$ cat src/design/nsp_pkg.sv
// ============================================================================
// nsp_pkg
// Shared types and sizes for the nested scope time profiler.
// ============================================================================
`default_nettype none

package nsp_pkg;

    // Table and stack sizes
    localparam int SITE_COUNT  = 256;
    localparam int STACK_DEPTH = 16;

    // Field widths
    localparam int SITE_W  = 8;
    localparam int TIME_W  = 64;
    localparam int LEVEL_W = $clog2(STACK_DEPTH + 1);

    // Frames below the top one live in a small register array
    localparam int UNDER_DEPTH = STACK_DEPTH - 1;
    localparam int UIDX_W      = $clog2(UNDER_DEPTH);

    // Event codes
    typedef enum logic [1:0] {
        OP_ENTER = 2'd0,
        OP_EXIT  = 2'd1,
        OP_READ  = 2'd2
    } op_t;

    // Result status codes
    typedef enum logic [1:0] {
        ST_OK    = 2'd0,
        ST_FULL  = 2'd1,
        ST_EMPTY = 2'd2
    } status_t;

    // Per-site counters, as stored in the table
    typedef struct packed {
        logic [TIME_W-1:0] excl;
        logic [TIME_W-1:0] total;
        logic [TIME_W-1:0] samples;
    } cnt_t;

    localparam int CNT_W = $bits(cnt_t);

    // Request from the stack stage to the counter table
    typedef struct packed {
        status_t           status;
        logic [SITE_W-1:0] site;
        logic              upd;    // add one sample to the site
        logic              zero;   // report all zeros (exit on empty stack)
        logic [TIME_W-1:0] incl;
        logic [TIME_W-1:0] excl;
    } req_t;

    // Finished result word
    typedef struct packed {
        status_t           status;
        logic [SITE_W-1:0] site;
        cnt_t              cnt;
    } result_t;

endpackage

`default_nettype wire

$ cat src/design/nsp_stack.sv
// ============================================================================
// nsp_stack
// Scope stack: top frame in registers, older frames in a small array.
// ============================================================================
`default_nettype none

module nsp_stack (
    input  wire logic                       aclk,
    input  wire logic                       aresetn,
    input  wire logic                       commit,
    input  wire logic [1:0]                 a_op,
    input  wire logic [nsp_pkg::SITE_W-1:0] a_site,
    input  wire logic [nsp_pkg::TIME_W-1:0] a_now,
    output nsp_pkg::req_t                   req
);

    import nsp_pkg::*;

    // The top frame keeps an exclusive base: exclusive time so far is now - base
    logic [LEVEL_W-1:0] level_reg, level_next;
    logic [SITE_W-1:0]  top_site_reg, top_site_next;
    logic [TIME_W-1:0]  top_start_reg, top_start_next;
    logic [TIME_W-1:0]  top_base_reg, top_base_next;

    logic [SITE_W-1:0]  under_site_reg  [UNDER_DEPTH];
    logic [TIME_W-1:0]  under_start_reg [UNDER_DEPTH];
    logic [TIME_W-1:0]  under_excl_reg  [UNDER_DEPTH];

    logic [LEVEL_W-1:0] level_m1, level_m2;
    logic [UIDX_W-1:0]  push_idx, pop_idx;
    logic               push_we;
    logic [TIME_W-1:0]  incl_now, excl_now;

    assign level_m1 = level_reg - LEVEL_W'(1);
    assign level_m2 = level_reg - LEVEL_W'(2);
    assign push_idx = level_m1[UIDX_W-1:0];
    assign pop_idx  = level_m2[UIDX_W-1:0];
    assign incl_now = a_now - top_start_reg;
    assign excl_now = a_now - top_base_reg;

    // Event decode and next stack state
    always_comb begin
        level_next     = level_reg;
        top_site_next  = top_site_reg;
        top_start_next = top_start_reg;
        top_base_next  = top_base_reg;
        push_we        = 1'b0;
        req.status     = ST_OK;
        req.site       = a_site;
        req.upd        = 1'b0;
        req.zero       = 1'b0;
        req.incl       = incl_now;
        req.excl       = excl_now;
        unique case (a_op)
            OP_ENTER: begin
                if (level_reg == LEVEL_W'(STACK_DEPTH)) begin
                    req.status = ST_FULL;
                end else begin
                    push_we        = (level_reg != '0);
                    top_site_next  = a_site;
                    top_start_next = a_now;
                    top_base_next  = a_now;
                    level_next     = level_reg + LEVEL_W'(1);
                end
            end
            OP_EXIT: begin
                if (level_reg == '0) begin
                    req.status = ST_EMPTY;
                    req.zero   = 1'b1;
                    req.site   = '0;
                end else begin
                    req.upd    = 1'b1;
                    req.site   = top_site_reg;
                    level_next = level_m1;
                    // parent becomes top; its exclusive timer resumes now
                    if (level_reg > LEVEL_W'(1)) begin
                        top_site_next  = under_site_reg[pop_idx];
                        top_start_next = under_start_reg[pop_idx];
                        top_base_next  = a_now - under_excl_reg[pop_idx];
                    end
                end
            end
            OP_READ: begin
            end
            default: begin
            end
        endcase
    end

    // Stack state
    always_ff @(posedge aclk) begin
        if (!aresetn) begin
            level_reg <= '0;
        end else if (commit) begin
            level_reg <= level_next;
        end
        if (commit) begin
            top_site_reg  <= top_site_next;
            top_start_reg <= top_start_next;
            top_base_reg  <= top_base_next;
            if (push_we) begin
                under_site_reg[push_idx]  <= top_site_reg;
                under_start_reg[push_idx] <= top_start_reg;
                under_excl_reg[push_idx]  <= excl_now;
            end
        end
    end

`ifndef NO_ASSERTIONS
    // Depth never goes past the stack size
    a_level_bound: assert property (@(posedge aclk) disable iff (!aresetn)
        level_reg <= LEVEL_W'(STACK_DEPTH))
        else $error("stack level out of range");

    // A counted exit pops exactly one frame
    a_exit_pops: assert property (@(posedge aclk) disable iff (!aresetn)
        commit && req.upd |=> level_reg == $past(level_m1))
        else $error("exit did not pop one frame");

    // A refused event leaves the depth alone
    a_refused_holds: assert property (@(posedge aclk) disable iff (!aresetn)
        commit && (req.status == ST_FULL || req.status == ST_EMPTY)
        |=> level_reg == $past(level_reg))
        else $error("refused event changed the stack");
`endif

endmodule

`default_nettype wire

$ cat config.mk
export PLATFORM = sky130hd
export DESIGN_NAME = nsp_stack
export DESIGN_NICKNAME = d
export VERILOG_FILES = /design/src/design/nsp_pkg.sv /design/src/design/nsp_stack.sv
export SDC_FILE = /design/constraint.sdc
export NUM_CORES = 2
export LEC_CHECK = 0
export BUFFER_PORTS_ARGS = -buffer_cell sky130_fd_sc_hd__buf_2
export CORE_ASPECT_RATIO = 0.7
export CORE_MARGIN = 2
export CORE_UTILIZATION = 45
export DETAILED_ROUTE_END_ITERATION = 16
export PLACE_DENSITY = 0.59
export SETUP_SLACK_MARGIN = 0.05
export SKIP_CTS_REPAIR_TIMING = 1
export SLEW_MARGIN = 5
export SYNTH_ARGS = -nofsm -noshare
export SYNTH_HDL_FRONTEND = slang
export SYNTH_SLANG_ARGS = --single-unit
$ cat constraint.sdc
create_clock -name aclk -period 20.1 [get_ports aclk]
set_clock_uncertainty 0.1 [all_clocks]
set_input_delay 2.01 -clock aclk [delete_from_list [all_inputs] [get_ports aclk]]
set_output_delay 2.01 -clock aclk [all_outputs]
set_load 0.02 [all_outputs]
==> impl_results.rst <==
.. list-table::
   :header-rows: 1

   * - Metric
     - Value
   * - Unrepaired setup endpoints after global routing
     - no
   * - Die ar.
     - approximately 210,000 um^2
   * - Post-detail-place hpwl
     - roughly 160,000 um
   * - LEAKAGE
     - 35.2 nW
   * - Upper clock frequency limit
     - 110 MHz
   * - Final setup violating endpoints
     - 0
   * - Avg WL per Cell
     - roughly 30 um
   * - Remaining design rule violation count
     - 0
   * - Post-synthesis sequential area ratio
     - 69.4%
   * - Arrival @ worst endpoint
     - 6.97 ns
   * - Share of the clock period used by the worst path after layout
     - between 40% and 50%
   * - Ys async rst share
     - 0%
   * - Total design power
     - ~11 mW
   * - Sum of routed wire length over all layers
     - 265,000 um
   * - CTS buffer count
     - around 210
   * - Number of DRC markers after the initial detailed-route iteration
     - 5,931
   * - Insertion delay to the later sink of the worst-skew pair
     - 0.89 ns
   * - Largest net degree at the start of global routing
     - around 110
   * - Slew headroom
     - around 10%
   * - DIE HEIGHT
     - just under 400 um
   * - Clock transition time at the flip-flop clock pins of the worst setup and hold paths
     - 0.07 ns
   * - Number of nets in the final layout
     - approximately 6.1k
   * - Remaining number of nets flagged by the antenna check after routing
     - 0
   * - Clk sinks
     - 2,181
   * - Total power density per cell area
     - between 100 and 150 nW/um^2
   * - Count of yosys warnings during synthesis
     - 0
   * - M1 GR Usage
     - 38.0%
   * - Final worst setup slack
     - ~11 ns
   * - Busiest grt layer
     - met1
   * - GRT Resource Usage Total
     - 24.7%
   * - Net Count, Synth
     - 5,791
   * - Cells after Synth
     - 5,507
   * - TritonCTS clock tree
     - done
   * - Setup TNS
     - 0 ns
   * - Num ports
     - 217
   * - Site row count
     - 140
   * - Highest cell delay on the worst timing path
     - approximately 0.85 ns
   * - Cells along the critical path
     - buf_2 > ha_1 > and4_1 > nand3_1 > a211oi_1 > o21ai_1 > o32a_1 > nor3_1 > o211ai_1 > a2111oi_1 > nand2b_1 > a21oi_1 > xnor2_1 > buf_2
   * - Largest driver fanout on the critical path
     - 16
   * - Transition time at the pin with the least slew margin
     - 1.33 ns
   * - Cell total after placement
     - 8,365
   * - Wire length of the first global-routing pass
     - 377,000 um
   * - PortBufs
     - 216
   * - Post-Layout Cell Count
     - 8,770
   * - Via count
     - roughly 52k
   * - Initial cell density of the core
     - ~45%
   * - Count of cell types in the netlist
     - 77
   * - Endpoint class of the critical path
     - output pin
   * - Maxcap violations
     - 0
   * - Die outline width
     - 551 um
   * - Combined area of all synthesized cells
     - 94,300 um^2
   * - Post-synth EDFFs
     - 2,176
   * - Worst-case vdd ir drop
     - between 70 and 80 uV
   * - Post-DR vias/cell
     - 5.94
   * - Hold WC Path Type
     - reg -> reg
   * - Top FF cell, synth
     - sky130_fd_sc_hd__edfxtp_1
   * - Worst slack at placement
     - 11.08 ns
   * - Via count of the first global-routing pass
     - 51.1k
   * - Met2 track utilization from global routing
     - 36.2%
   * - Synth-to-Final Area Change
     - 12.3%
   * - Share of post-route cells with drive strength above 1
     - 20.6%
   * - CP startpoint kind
     - input port
   * - Number of antenna violations at the first check in global routing
     - 40
   * - Most frequent cell on the critical path
     - sky130_fd_sc_hd__buf_2
   * - Highest-delay cell along the critical path
     - sky130_fd_sc_hd__xnor2_1
   * - Remaining Overflow, GRT
     - 0
   * - Routability cong.
     - between 0.9 and 1
   * - Post-layout utilization of the core
     - approximately half
   * - Final period demand of the worst path
     - 9.08 ns
   * - Std-Cell Core Area
     - about 210,000 um^2
   * - #FFs+latches synth
     - around 2.2k
   * - Cell at the root of the clock tree
     - sky130_fd_sc_hd__clkbuf_16
   * - Class of the most critical setup path
     - in -> out
   * - Worst endpoint required time
     - 17.99 ns
   * - Clock tree buffer depth
     - 4
   * - CTS H-tree lvls
     - 4
   * - First-pass iteration count of the detailed router
     - 6
   * - Final count of hold timing violations
     - 0
   * - Final slew viol count
     - 0
   * - GR Util met3
     - under 10%
   * - Outcome
     - complete, no violations
   * - Mean cell area of the mapped netlist
     - 17.1 um^2
==> metal layers <==
metal	vias up	part of all wire [%]
li1	22500	-
met1	27300	45
met2	1933	45
met3	350	7.3
met4	0	2.7
met5	-	0
==> logic make-up (layout without fill, tap and decap cells) <==
family                   count (synthesis)  count (layout)  synth area share, %
AND/OR/NAND/NOR                        875             875                 4.09
buffers and inverters                  521             994                 2.08
XOR/XNOR                               187             187                 1.74
flip-flops                            2181            2181                 69.4
adder cells (fa/ha/maj)                207             207                 2.77
multiplexers                           681             681                 14.4
other                                    0              21                    0
AO/OA/AOI/OAI                          855             855                 5.47
==> Yosys cell counts, drive strengths merged, types with 63 or more instances <==
library cell	number	area [um^2]
edfxtp	2176	65300
xnor2	128	1120
mux2i	137	1370
nand4	63	394
ha	204	2550
a21o	111	833
a21oi	364	1830
nor2	261	982
mux4	544	12300
inv	253	950
o21ai	181	906
clkbuf	208	781
nand2	381	1430
==> worst paths after layout <==
path | slack (ns) | endpoint | from | depth (start not counted)
setup / recovery | 11.02 | req[55] | a_now[9] | 14
hold / removal | 0.62 | level_reg[4]$_SDFFE_PN0P_ | level_reg[4]$_SDFFE_PN0P_ | 2
setup reg to reg | 11.70 | top_base_reg[63]$_DFFE_PP_ | level_reg[1]$_SDFFE_PN0P_ | 19
hold reg to reg | 0.62 | level_reg[4]$_SDFFE_PN0P_ | level_reg[4]$_SDFFE_PN0P_ | 2
==> area by class of cell <==
type,count,area (um^2)
clock buffers,263,5530
multi-input cells,2805,27100
well taps,2769,3460
flip-flops and latches,2181,65500
diodes,21,52.6
fillers,17100,102000
inverters,253,950
clock inverters,121,1110
repair buffers,357,2250
==> stage by stage <==
step	cell area (um^2)	hold WS, ns
floorplan	94300	0.411
global placement	99200	0.559
detailed placement	99200	0.595
CTS	106000	0.601
global route	106000	0.633
finish	106000	0.620
==> critical path: cells and delay by family <==
kind                       cells  cell delay (ns)
AOI/OAI and AO/OA              6             2.20
and+or+nand+nor                4             1.02
xor gates and xnor gates       1             0.85
buffers and inverters          2             0.49
adders and majority gates      1             0.38
==> power breakdown <==
part           total [mW]  leakage (nW)  switching [mW]  internal [mW]
Sequential           5.21          19.6          0.0453           5.16
Combinational        1.55          12.3            1.00          0.551
Clock                3.89          3.24            1.69           2.19
==> cells in the final DEF (no fill, tap or decap), types with 9 or more instances in the layout <==
cell                        count
sky130_fd_sc_hd__edfxtp_1    2176
sky130_fd_sc_hd__mux4_2       544
sky130_fd_sc_hd__nand2_1      381
sky130_fd_sc_hd__a21oi_1      362
sky130_fd_sc_hd__inv_1        253
sky130_fd_sc_hd__nor2_1       244
sky130_fd_sc_hd__buf_2        216
sky130_fd_sc_hd__clkbuf_16    213
sky130_fd_sc_hd__ha_1         203
sky130_fd_sc_hd__o21ai_0      175
sky130_fd_sc_hd__mux2i_1      137
sky130_fd_sc_hd__buf_4        132
sky130_fd_sc_hd__xnor2_1      121
sky130_fd_sc_hd__a21o_1       111
sky130_fd_sc_hd__nand4_1       63
sky130_fd_sc_hd__xor2_1        59
sky130_fd_sc_hd__clkinv_1      51
sky130_fd_sc_hd__clkbuf_1      49
sky130_fd_sc_hd__o21bai_1      46
sky130_fd_sc_hd__nand3_1       37
sky130_fd_sc_hd__clkinv_2      32
sky130_fd_sc_hd__nor3_1        26
sky130_fd_sc_hd__nand2b_1      22
sky130_fd_sc_hd__o21a_1        22
sky130_fd_sc_hd__diode_2       21
sky130_fd_sc_hd__nor2b_1       21
sky130_fd_sc_hd__bufinv_16     19
sky130_fd_sc_hd__a31oi_1       17
sky130_fd_sc_hd__o31ai_1       16
sky130_fd_sc_hd__nor2_4        16
sky130_fd_sc_hd__a211oi_1      12
sky130_fd_sc_hd__and2_1        11
sky130_fd_sc_hd__and4_1        10
sky130_fd_sc_hd__o211ai_1       9
sky130_fd_sc_hd__or3_1          9
sky130_fd_sc_hd__a21boi_0       9
sky130_fd_sc_hd__buf_12         9
No activity file was read; power rests on OpenSTA's default activity.
